[config.mk]
export PLATFORM = sky130hd
export DESIGN_NAME = leaf_zone_stats_bloom
export DESIGN_NICKNAME = d
export VERILOG_FILES = /design/src/sv/lzsb_pkg.sv /design/src/sv/lzsb_regs.sv /design/src/sv/lzsb_ctrl.sv /design/src/sv/lzsb_dp.sv /design/src/sv/leaf_zone_stats_bloom.sv
export SDC_FILE = /design/constraint.sdc
export NUM_CORES = 2
export LEC_CHECK = 0
export CELL_PAD_IN_SITES_DETAIL_PLACEMENT = 1
export CELL_PAD_IN_SITES_GLOBAL_PLACEMENT = 1
export CORE_MARGIN = 2
export CORE_UTILIZATION = 53
export CTS_BUF_LIST = sky130_fd_sc_hd__clkbuf_8 sky130_fd_sc_hd__clkbuf_16
export DETAILED_ROUTE_END_ITERATION = 16
export DONT_BUFFER_PORTS = 1
export PLACE_DENSITY_LB_ADDON = 0.25
export REMOVE_ABC_BUFFERS = 1
export SKIP_LAST_GASP = 1
export SYNTH_ARGS = -nofsm -noshare
export SYNTH_HDL_FRONTEND = slang
export SYNTH_SLANG_ARGS = --single-unit
[constraint.sdc]
create_clock -name clk -period 16.6 [get_ports clk]
set_input_delay 3.32 -clock clk [delete_from_list [all_inputs] [get_ports clk]]
set_output_delay 3.32 -clock clk [all_outputs]
set_load 0.005 [all_outputs]
[src/sv/lzsb_pkg.sv]
// Shared types, constants and codes for the leaf zone statistics and Bloom block.
package lzsb_pkg;

  // FNV-1a 64-bit offset basis; the prime is 2^40 + 0x1B3
  localparam logic [63:0] FNV_BASIS     = 64'hcbf29ce484222325;
  localparam int          FNV_SHIFT     = 40;
  localparam logic [8:0]  FNV_PRIME_LOW = 9'h1B3;

  // Murmur3 64-bit finaliser
  localparam logic [63:0] MIX_C1    = 64'hff51afd7ed558ccd;
  localparam logic [63:0] MIX_C2    = 64'hc4ceb9fe1a85ec53;
  localparam int          MIX_SHIFT = 33;

  localparam logic [15:0] RUN_LIMIT  = 16'hFFFF;
  localparam logic [2:0]  MAX_HASHES = 3'd4;

  // Key type codes
  localparam logic [1:0] KT_INT16 = 2'd0;
  localparam logic [1:0] KT_INT32 = 2'd1;
  localparam logic [1:0] KT_INT64 = 2'd2;
  localparam logic [1:0] KT_RAW   = 2'd3;

  // Register indexes (byte address 4*index)
  localparam logic [1:0] REG_KEY_TYPE     = 2'd0;
  localparam logic [1:0] REG_KEY_LENGTH   = 2'd1;
  localparam logic [1:0] REG_BLOOM_ENABLE = 2'd2;
  localparam logic [1:0] REG_BLOOM_HASHES = 2'd3;

  // Finaliser passes: xor-shift, C1 multiply, xor-shift, C2 multiply, xor-shift
  localparam logic [1:0] MIX_LAST = 2'd2;

  typedef struct packed {
    logic [1:0] key_type;
    logic [3:0] key_length;
    logic       bloom_enable;
    logic [2:0] bloom_hashes;
  } cfg_t;

  typedef enum logic [3:0] {
    OP_NONE,
    OP_LOAD,
    OP_FNV,
    OP_XS,
    OP_M0,
    OP_M1,
    OP_M2,
    OP_M3,
    OP_FIN
  } op_t;

  typedef struct packed {
    op_t        op;
    logic [2:0] byte_idx;
    logic [1:0] mix_idx;
  } cmd_t;

  typedef struct packed {
    logic last;
    logic out_stall;
  } sts_t;

endpackage

[src/sv/lzsb_regs.sv]
// Configuration registers behind the APB-style port.
module lzsb_regs import lzsb_pkg::*; (
  input  logic        clk,
  input  logic        rst_n,
  input  logic        psel,
  input  logic        penable,
  input  logic        pwrite,
  input  logic [3:0]  paddr,
  input  logic [31:0] pwdata,
  output logic [31:0] prdata,
  output logic        pready,
  output cfg_t        cfg
);

  logic [1:0] key_type_r;
  logic [3:0] key_length_r;
  logic       bloom_enable_r;
  logic [2:0] bloom_hashes_r;
  logic       wr;

  assign pready = 1'b1;
  assign wr     = psel & penable & pwrite;

  // register writes
  always_ff @(posedge clk) begin
    if (!rst_n) begin
      key_type_r     <= KT_INT32;
      key_length_r   <= 4'd4;
      bloom_enable_r <= 1'b0;
      bloom_hashes_r <= 3'd2;
    end else if (wr) begin
      case (paddr[3:2])
        REG_KEY_TYPE:     key_type_r     <= pwdata[1:0];
        REG_KEY_LENGTH:   key_length_r   <= pwdata[3:0];
        REG_BLOOM_ENABLE: bloom_enable_r <= pwdata[0];
        REG_BLOOM_HASHES: bloom_hashes_r <= pwdata[2:0];
        default: ;
      endcase
    end
  end

  // read back
  always_comb begin
    case (paddr[3:2])
      REG_KEY_TYPE:     prdata = {30'b0, key_type_r};
      REG_KEY_LENGTH:   prdata = {28'b0, key_length_r};
      REG_BLOOM_ENABLE: prdata = {31'b0, bloom_enable_r};
      REG_BLOOM_HASHES: prdata = {29'b0, bloom_hashes_r};
      default:          prdata = 32'b0;
    endcase
  end

  assign cfg = '{key_type: key_type_r, key_length: key_length_r,
                 bloom_enable: bloom_enable_r, bloom_hashes: bloom_hashes_r};

endmodule

[src/sv/lzsb_ctrl.sv]
// Sequencer: steps each key through FNV, the finaliser xor-shifts and multiplies and the update.
module lzsb_ctrl import lzsb_pkg::*; (
  input  logic clk,
  input  logic rst_n,
  input  logic in_tvalid,
  output logic in_tready,
  input  sts_t sts,
  output cmd_t cmd
);

  typedef enum logic [2:0] {
    S_IDLE, S_FNV, S_XS, S_M0, S_M1, S_M2, S_M3, S_FIN
  } state_t;

  state_t     state_r, state_nxt;
  logic [2:0] idx_r, idx_nxt;
  logic [1:0] mix_r, mix_nxt;
  logic       rdy_r, rdy_nxt;

  assign in_tready = rdy_r;

  // next state and command
  always_comb begin
    state_nxt    = state_r;
    idx_nxt      = idx_r;
    mix_nxt      = mix_r;
    cmd.op       = OP_NONE;
    cmd.byte_idx = idx_r;
    cmd.mix_idx  = mix_r;
    case (state_r)
      S_IDLE: begin
        if (in_tvalid && rdy_r) begin
          cmd.op    = OP_LOAD;
          state_nxt = S_FNV;
          idx_nxt   = 3'd0;
        end
      end
      S_FNV: begin
        cmd.op  = OP_FNV;
        idx_nxt = idx_r + 3'd1;
        if (idx_r == 3'd7) begin
          state_nxt = S_XS;
          mix_nxt   = 2'd0;
        end
      end
      S_XS: begin
        cmd.op    = OP_XS;
        state_nxt = (mix_r == MIX_LAST) ? S_FIN : S_M0;
      end
      S_M0: begin
        cmd.op    = OP_M0;
        state_nxt = S_M1;
      end
      S_M1: begin
        cmd.op    = OP_M1;
        state_nxt = S_M2;
      end
      S_M2: begin
        cmd.op    = OP_M2;
        state_nxt = S_M3;
      end
      S_M3: begin
        cmd.op    = OP_M3;
        state_nxt = S_XS;
        mix_nxt   = mix_r + 2'd1;
      end
      S_FIN: begin
        // a closing key waits for the output register to free up
        if (!(sts.last && sts.out_stall)) begin
          cmd.op    = OP_FIN;
          state_nxt = S_IDLE;
        end
      end
      default: state_nxt = S_IDLE;
    endcase
    rdy_nxt = (state_nxt == S_IDLE);
  end

  // state and registered ready
  always_ff @(posedge clk) begin
    if (!rst_n) begin
      state_r <= S_IDLE;
      idx_r   <= 3'd0;
      mix_r   <= 2'd0;
      rdy_r   <= 1'b0;
    end else begin
      state_r <= state_nxt;
      idx_r   <= idx_nxt;
      mix_r   <= mix_nxt;
      rdy_r   <= rdy_nxt;
    end
  end

endmodule

[src/sv/lzsb_dp.sv]
// Datapath: hashing, leaf statistics and the output register.
module lzsb_dp import lzsb_pkg::*; (
  input  logic         clk,
  input  logic         rst_n,
  input  cfg_t         cfg,
  input  cmd_t         cmd,
  output sts_t         sts,
  input  logic [63:0]  key_in,
  input  logic         last_in,
  input  logic [31:0]  block_in,
  output logic         out_tvalid,
  input  logic         out_tready,
  output logic [207:0] out_tdata
);

  // mask of the low len bytes
  function automatic logic [63:0] len_mask(input logic [3:0] len);
    logic [63:0] m;
    if (len >= 4'd8) m = '1;
    else             m = (64'd1 << {len[2:0], 3'b000}) - 64'd1;
    return m;
  endfunction

  function automatic logic [31:0] range_value(input logic [63:0] k, input cfg_t c);
    logic [3:0]  len;
    logic [63:0] m;
    logic [31:0] rv;
    len = (c.key_length > 4'd4) ? 4'd4 : c.key_length;
    m   = len_mask(len);
    case (c.key_type)
      KT_INT16: rv = {{16{k[15]}}, k[15:0]};
      KT_INT32: rv = k[31:0];
      KT_INT64: rv = k[63:32];
      default:  rv = k[31:0] & m[31:0];
    endcase
    return rv;
  endfunction

  function automatic logic [63:0] hash_value(input logic [63:0] k, input cfg_t c);
    logic [63:0] hv;
    case (c.key_type)
      KT_INT16: hv = {{48{k[15]}}, k[15:0]};
      KT_INT32: hv = {{32{k[31]}}, k[31:0]};
      KT_INT64: hv = k;
      default:  hv = k & len_mask(c.key_length);
    endcase
    return hv;
  endfunction

  // positions (h1 + i*h2) mod 64; only the low six bits take part
  function automatic logic [63:0] bloom_bits(input logic [5:0] h1, input logic [5:0] h2,
                                             input logic [2:0] n);
    logic [5:0]  pos;
    logic [63:0] w;
    w = 64'd0;
    if (n != 3'd0 && n <= MAX_HASHES) begin
      for (int i = 0; i < 4; i++) begin
        pos = h1 + 6'(i) * h2;
        if (3'(i) < n) w = w | (64'd1 << pos);
      end
    end
    return w;
  endfunction

  logic [63:0] key_r, prev_r, h_r, w_r, acc_r, prod_r, bloom_r;
  logic [31:0] blk_r, cnt_r, first_r;
  logic [15:0] run_r;
  logic        last_r;

  logic [31:0] ob_r, omin_r, omax_r, ocnt_r;
  logic [15:0] orun_r;
  logic [63:0] obloom_r;
  logic        out_valid_r, out_valid_nxt;

  logic [63:0] hv, hv_sh, fnv_x, fnv_nxt, xs_src, xs_val, mix_c, prod_c, lm, bloom_c;
  logic [31:0] mul_a, mul_b, rv, first_c, cnt_c;
  logic [15:0] run_c;
  logic        fin_last;

  // FNV-1a byte step; the prime multiply is a shift plus a 9-bit product
  assign hv      = hash_value(key_r, cfg);
  assign hv_sh   = hv >> {cmd.byte_idx, 3'b000};
  assign fnv_x   = h_r ^ {56'b0, hv_sh[7:0]};
  assign fnv_nxt = (fnv_x << FNV_SHIFT) + fnv_x * {55'b0, FNV_PRIME_LOW};

  // finaliser xor-shift, first pass works on the FNV result
  assign xs_src = (cmd.mix_idx == 2'd0) ? h_r : w_r;
  assign xs_val = xs_src ^ (xs_src >> MIX_SHIFT);

  // 64-bit low-half product from three 32x32 partial products
  assign mix_c = cmd.mix_idx[0] ? MIX_C2 : MIX_C1;
  always_comb begin
    case (cmd.op)
      OP_M1: begin
        mul_a = w_r[31:0];
        mul_b = mix_c[63:32];
      end
      OP_M2: begin
        mul_a = w_r[63:32];
        mul_b = mix_c[31:0];
      end
      default: begin
        mul_a = w_r[31:0];
        mul_b = mix_c[31:0];
      end
    endcase
  end
  assign prod_c = {32'b0, mul_a} * {32'b0, mul_b};

  // statistics update for the current key
  assign rv      = range_value(key_r, cfg);
  assign lm      = len_mask(cfg.key_length);
  assign first_c = (cnt_r == 32'd0) ? rv : first_r;
  assign cnt_c   = (cnt_r == '1) ? cnt_r : cnt_r + 32'd1;
  always_comb begin
    if (cnt_r == 32'd0)
      run_c = 16'd1;
    else if (((key_r & lm) != (prev_r & lm)) && (run_r != RUN_LIMIT))
      run_c = run_r + 16'd1;
    else
      run_c = run_r;
  end
  assign bloom_c  = bloom_r | bloom_bits(h_r[5:0], w_r[5:0], cfg.bloom_hashes);
  assign fin_last = (cmd.op == OP_FIN) && last_r;

  // hashing registers
  always_ff @(posedge clk) begin
    case (cmd.op)
      OP_LOAD: begin
        key_r  <= key_in;
        blk_r  <= block_in;
        last_r <= last_in;
        h_r    <= FNV_BASIS;
      end
      OP_FNV: h_r <= fnv_nxt;
      OP_XS:  w_r <= xs_val;
      OP_M0:  prod_r <= prod_c;
      OP_M1: begin
        acc_r  <= prod_r;
        prod_r <= prod_c;
      end
      OP_M2: begin
        acc_r  <= acc_r + {prod_r[31:0], 32'b0};
        prod_r <= prod_c;
      end
      OP_M3:  w_r <= acc_r + {prod_r[31:0], 32'b0};
      default: ;
    endcase
  end

  // leaf state, cleared after the closing key
  always_ff @(posedge clk) begin
    if (!rst_n) begin
      cnt_r   <= 32'd0;
      first_r <= 32'd0;
      prev_r  <= 64'd0;
      run_r   <= 16'd0;
      bloom_r <= 64'd0;
    end else if (cmd.op == OP_FIN) begin
      if (last_r) begin
        cnt_r   <= 32'd0;
        first_r <= 32'd0;
        prev_r  <= 64'd0;
        run_r   <= 16'd0;
        bloom_r <= 64'd0;
      end else begin
        cnt_r   <= cnt_c;
        first_r <= first_c;
        prev_r  <= key_r;
        run_r   <= run_c;
        bloom_r <= bloom_c;
      end
    end
  end

  // output register
  always_comb begin
    if (fin_last)        out_valid_nxt = 1'b1;
    else if (out_tready) out_valid_nxt = 1'b0;
    else                 out_valid_nxt = out_valid_r;
  end

  always_ff @(posedge clk) begin
    if (!rst_n) out_valid_r <= 1'b0;
    else        out_valid_r <= out_valid_nxt;
  end

  always_ff @(posedge clk) begin
    if (fin_last) begin
      ob_r     <= blk_r;
      omin_r   <= first_c;
      omax_r   <= rv;
      ocnt_r   <= cnt_c;
      orun_r   <= run_c;
      obloom_r <= cfg.bloom_enable ? bloom_c : 64'd0;
    end
  end

  assign out_tvalid    = out_valid_r;
  assign out_tdata     = {obloom_r, orun_r, ocnt_r, omax_r, omin_r, ob_r};
  assign sts.last      = last_r;
  assign sts.out_stall = out_valid_r && !out_tready;

`ifndef SYNTHESIS
  // a closing key is only retired into a free or draining output register
  a_no_overwrite: assert property (@(posedge clk) disable iff (!rst_n)
    fin_last |-> !(out_valid_r && !out_tready))
    else $error("result overwritten while stalled");

  // a closing key shows its result in the next cycle
  a_result_shown: assert property (@(posedge clk) disable iff (!rst_n)
    fin_last |=> out_valid_r)
    else $error("result not presented");

  // leaf state returns to zero after the closing key
  a_leaf_cleared: assert property (@(posedge clk) disable iff (!rst_n)
    fin_last |=> (cnt_r == 32'd0) && (run_r == 16'd0) && (bloom_r == 64'd0))
    else $error("leaf state not cleared");

  // a shown result always counts at least one row and one run
  a_counts_nonzero: assert property (@(posedge clk) disable iff (!rst_n)
    out_valid_r |-> (ocnt_r != 32'd0) && (orun_r != 16'd0))
    else $error("empty result");
`endif

endmodule

[src/sv/leaf_zone_stats_bloom.sv]
// Top level: zone-map statistics and a 64-bit Bloom word over the keys of a leaf.
//
//  channel  | direction | handshake                        | payload
//  ---------+-----------+----------------------------------+-------------------------------
//  in_      | in        | in_tvalid / in_tready            | in_tdata (96), in_tlast
//  out_     | out       | out_tvalid / out_tready          | out_tdata (208)
//  cfg_     | in        | cfg_psel, cfg_penable, cfg_pready| cfg_paddr, cfg_pwdata, cfg_prdata
//
// Each key runs from acceptance to the next ready through eight FNV byte steps, three
// finaliser xor-shifts and two 64-bit multiplies, each from three partial products on one
// shared 32x32 multiplier, the update step and the idle state in which the next key is taken.
// Reset is synchronous and active low; in_tready is low in reset and rises once it is released.
// A closing key waits in its update cycle while the previous result is still unread; the
// next key is accepted while a result waits in the output register.
module leaf_zone_stats_bloom import lzsb_pkg::*; (
  input  logic         clk,
  input  logic         rst_n,
  input  logic         in_tvalid,
  output logic         in_tready,
  input  logic [95:0]  in_tdata,    // key_bytes[63:0], page_block[95:64]
  input  logic         in_tlast,    // leaf_end
  output logic         out_tvalid,
  input  logic         out_tready,
  output logic [207:0] out_tdata,   // out_block[31:0], min_key[63:32], max_key[95:64],
                                    // rows[127:96], runs[143:128],
                                    // bloom_word[207:144]
  input  logic         cfg_psel,
  input  logic         cfg_penable,
  input  logic         cfg_pwrite,
  input  logic [3:0]   cfg_paddr,
  input  logic [31:0]  cfg_pwdata,
  output logic [31:0]  cfg_prdata,
  output logic         cfg_pready
);

  cfg_t cfg;
  cmd_t cmd;
  sts_t sts;

  lzsb_regs u_regs (
    .clk     (clk),
    .rst_n   (rst_n),
    .psel    (cfg_psel),
    .penable (cfg_penable),
    .pwrite  (cfg_pwrite),
    .paddr   (cfg_paddr),
    .pwdata  (cfg_pwdata),
    .prdata  (cfg_prdata),
    .pready  (cfg_pready),
    .cfg     (cfg)
  );

  lzsb_ctrl u_ctrl (
    .clk       (clk),
    .rst_n     (rst_n),
    .in_tvalid (in_tvalid),
    .in_tready (in_tready),
    .sts       (sts),
    .cmd       (cmd)
  );

  lzsb_dp u_dp (
    .clk        (clk),
    .rst_n      (rst_n),
    .cfg        (cfg),
    .cmd        (cmd),
    .sts        (sts),
    .key_in     (in_tdata[63:0]),
    .last_in    (in_tlast),
    .block_in   (in_tdata[95:64]),
    .out_tvalid (out_tvalid),
    .out_tready (out_tready),
    .out_tdata  (out_tdata)
  );

endmodule
==> impl_metrics.env <==
export IMPL_setup_viol_count_final=0
export IMPL_io_buffer_count=0
export IMPL_start_util_pct=53.49
export IMPL_grt_pass1_vias=62640
export IMPL_synthArstFlopShare_pct=0
export IMPL_holdBufCountCts=0
export IMPL_core_area_um2=146100
export IMPL_synthDominantCellAreaShare_pct=26.47
export IMPL_grt_usage_pct=33.99
export IMPL_synth_top_area_cell="fa_1"
export IMPL_yosysMostFrequentCell="inv_1"
export IMPL_std_cell_rows=140
export IMPL_rsz0062_at_grt="false"
export IMPL_postCtsSetupBuffers=0
export IMPL_critPathLaunchType="register"
export IMPL_cts_num_sinks=789
export IMPL_syn2layout_area_growth_pct=6.254
export IMPL_period_share_pct=70.04
export IMPL_synthesis_area_um2=78140
export IMPL_wirelength_um=254500
export IMPL_drt_initial_drc_count=4997
export IMPL_hp_class="register to register"
export IMPL_reg2regPathDepth=35
export IMPL_critPathArrivalTime_ns=12.07
export IMPL_crit_path_end_kind="register"
export IMPL_setup_tns_ns=0
export IMPL_maxCapViolCount=0
export IMPL_post_cts_resized=0
export IMPL_cts_clk_slew_worst_paths_ns=0.06
export IMPL_ys_seq_elements=789
export IMPL_final_util_pct=56.83
export IMPL_relSlewSlack_pct=21.32
export IMPL_worst_pin_slew_ns=1.169
export IMPL_dp_hpwl_um=203600
export IMPL_synth_seq_area_share_pct=27.40
export IMPL_drc=0
export IMPL_die_h_um=388.0
export IMPL_clockRootBuffer="clkbuf_16"
export IMPL_synth_edff_count=561
export IMPL_placed_area_um2=79900
export IMPL_grt_overflow=0
export IMPL_nets=9327
export IMPL_finalClockSkew_ns=0.08285
export IMPL_critPathSlowestCell="ha_1"
export IMPL_path_max_fanout=34
export IMPL_fmax_mhz=86.01
export IMPL_htree_levels=3
export IMPL_netlist_instances=7724
export IMPL_cp_num_buf_inv=12
export IMPL_via_count=57800
export IMPL_min_period_ns=11.63
export IMPL_drive_gt1_share_pct=4.602
export IMPL_syn_avg_cell_area_um2=10.12
export IMPL_synth_area_leaders="fa_1, edfxtp_1, ha_1"
export IMPL_cp_num_cells=35
export IMPL_path_class="register to register"
export IMPL_slew_violations=0
export IMPL_die_area_um2=150500
export IMPL_die_width_um=388.0
export IMPL_synth_ff_type="edfxtp_1"
export IMPL_crit_family="adder cells"
export IMPL_cp_required_ns=17.05
export IMPL_fin_area_um2=83030
export IMPL_synth_commonest_cells="inv_1, fa_1, ha_1, edfxtp_1, nor2_1"
export IMPL_drt_pre_antenna_iters=6
export IMPL_insertion_delay_ns=0.76
export IMPL_globalplace_congestion=0.9689
export IMPL_hold_viol=0
export IMPL_instances_no_fill=9575
export IMPL_clockBufferDepth=3
export IMPL_antenna_found_initial=15
export IMPL_grt_pass1_wl_um=390900
export IMPL_ant_nets=0
export IMPL_run_status="complete, no violations"
export IMPL_holdPathStages=0
export IMPL_cts_tree="done"
export IMPL_viasPerCell=6.037
export IMPL_grt_max_degree=158
export IMPL_crit_path_max_incr_delay_ns=0.79
export IMPL_wl_per_cell_um=26.58
export IMPL_dp_cells=9396
export IMPL_boundaryPins=383
export IMPL_synth_cell_types=89
export IMPL_numCtsBuffers=90
export IMPL_yosysWarningCount=0
-- layer usage --
| metal | wire length, um | global-route usage (%) | vias up | share of wire, % |
|---|---|---|---|---|
| met5 | 34 | 0 | - | 0.013 |
| met4 | 12590 | 14.39 | 6 | 4.9 |
| met3 | 15490 | 4.299 | 555 | 6.1 |
| met2 | 122300 | 56.31 | 2176 | 48 |
| met1 | 104100 | 45.13 | 29930 | 41 |
| li1 | - | - | 25140 | - |
-- state kept, by name (all words and copies together), names as in the netlist, 2 cells and up --
signal	count
u_dp.prod_r	64
u_ctrl.state_r	3
u_regs.key_length_r	4
u_dp.ob_r	32
u_dp.h_r	64
u_dp.key_r	64
u_dp.w_r	64
u_dp.omin_r	32
u_dp.obloom_r	64
u_dp.prev_r	64
u_regs.bloom_hashes_r	3
u_dp.cnt_r	32
u_dp.bloom_r	64
u_ctrl.mix_r	2
u_dp.acc_r	64
u_dp.first_r	32
u_dp.orun_r	16
u_dp.ocnt_r	32
u_ctrl.idx_r	3
u_regs.key_type_r	2
u_dp.omax_r	32
u_dp.run_r	16
u_dp.blk_r	32
-- worst register-to-register path, delay by kind of cell (launching register included) --
family	cells	cell delay [ns]
AO/OA/AOI/OAI	9	2.46
adder cells (fa/ha/maj)	10	5.22
buffers and inverters	12	2.31
AND/OR/NAND/NOR	3	0.75
flip-flops	1	0.53
XOR/XNOR	1	0.10
-- through the flow --
| step | hold WS [ns] | setup slack [ns] |
|---|---|---|
| 5_1_grt | 0.4037 | 4.596 |
| 4_1_cts | 0.3772 | 5.194 |
| 2_1_floorplan | 0.4003 | -4.033 |
| 6_report | 0.3787 | 4.974 |
| 3_3_place_gp | 0.4003 | 5.471 |
| 3_5_place_dp | 0.4059 | 5.255 |
-- path summary, 6_finish.rpt --
kind | start | endpoint | slack [ns]
setup / recovery | u_ctrl.state_r[2] | u_dp.prod_r[51] | 4.97
hold / removal | u_dp.blk_r[12] | u_dp.ob_r[12] | 0.38
setup reg to reg | u_ctrl.state_r[2] | u_dp.prod_r[51] | 4.97
hold reg to reg | u_dp.blk_r[12] | u_dp.ob_r[12] | 0.38
-- cells by family (layout without fill, tap and decap cells) --
logic type	count (synthesis)	after routing	share of synthesized area (%)
buf+inv	1672	1569	8.193
flops	789	789	27.40
xor+xnor	421	421	4.719
mux	96	96	1.332
other cells	2	39	0.009611
compound gates	1381	1381	11.57
fa+ha+maj	1621	1621	35.86
simple gates	1742	1742	10.91
-- placed cells by master (no fill, tap or decap), types with 79 or more instances in the layout --
master / n
ha_1: 579
a21o_1: 130
xnor2_1: 211
inv_1: 1325
a21oi_1: 391
fa_1: 1033
buf_4: 80
o21ai_0: 255
nor3_1: 79
nor2b_1: 229
clkbuf_16: 90
and3_1: 88
dfxtp_1: 226
nand2_1: 397
edfxtp_1: 561
and2_1: 135
xor2_1: 210
nand3_1: 80
nor2_1: 493
-- cell type report --
cell class,count,area [um2]
fill,15940,63060
antenna,9,22.52
clock inverter,74,773.2
clock buffer,96,2335
inverter,1319,4954
multi-input combinational,5291,50530
tap,1917,2399
sequential,789,21410
timing repair buffer,80,600.6
Power is not shown: default switching activity piles up to over one toggle a cycle in this logic, so the estimate is an artifact.
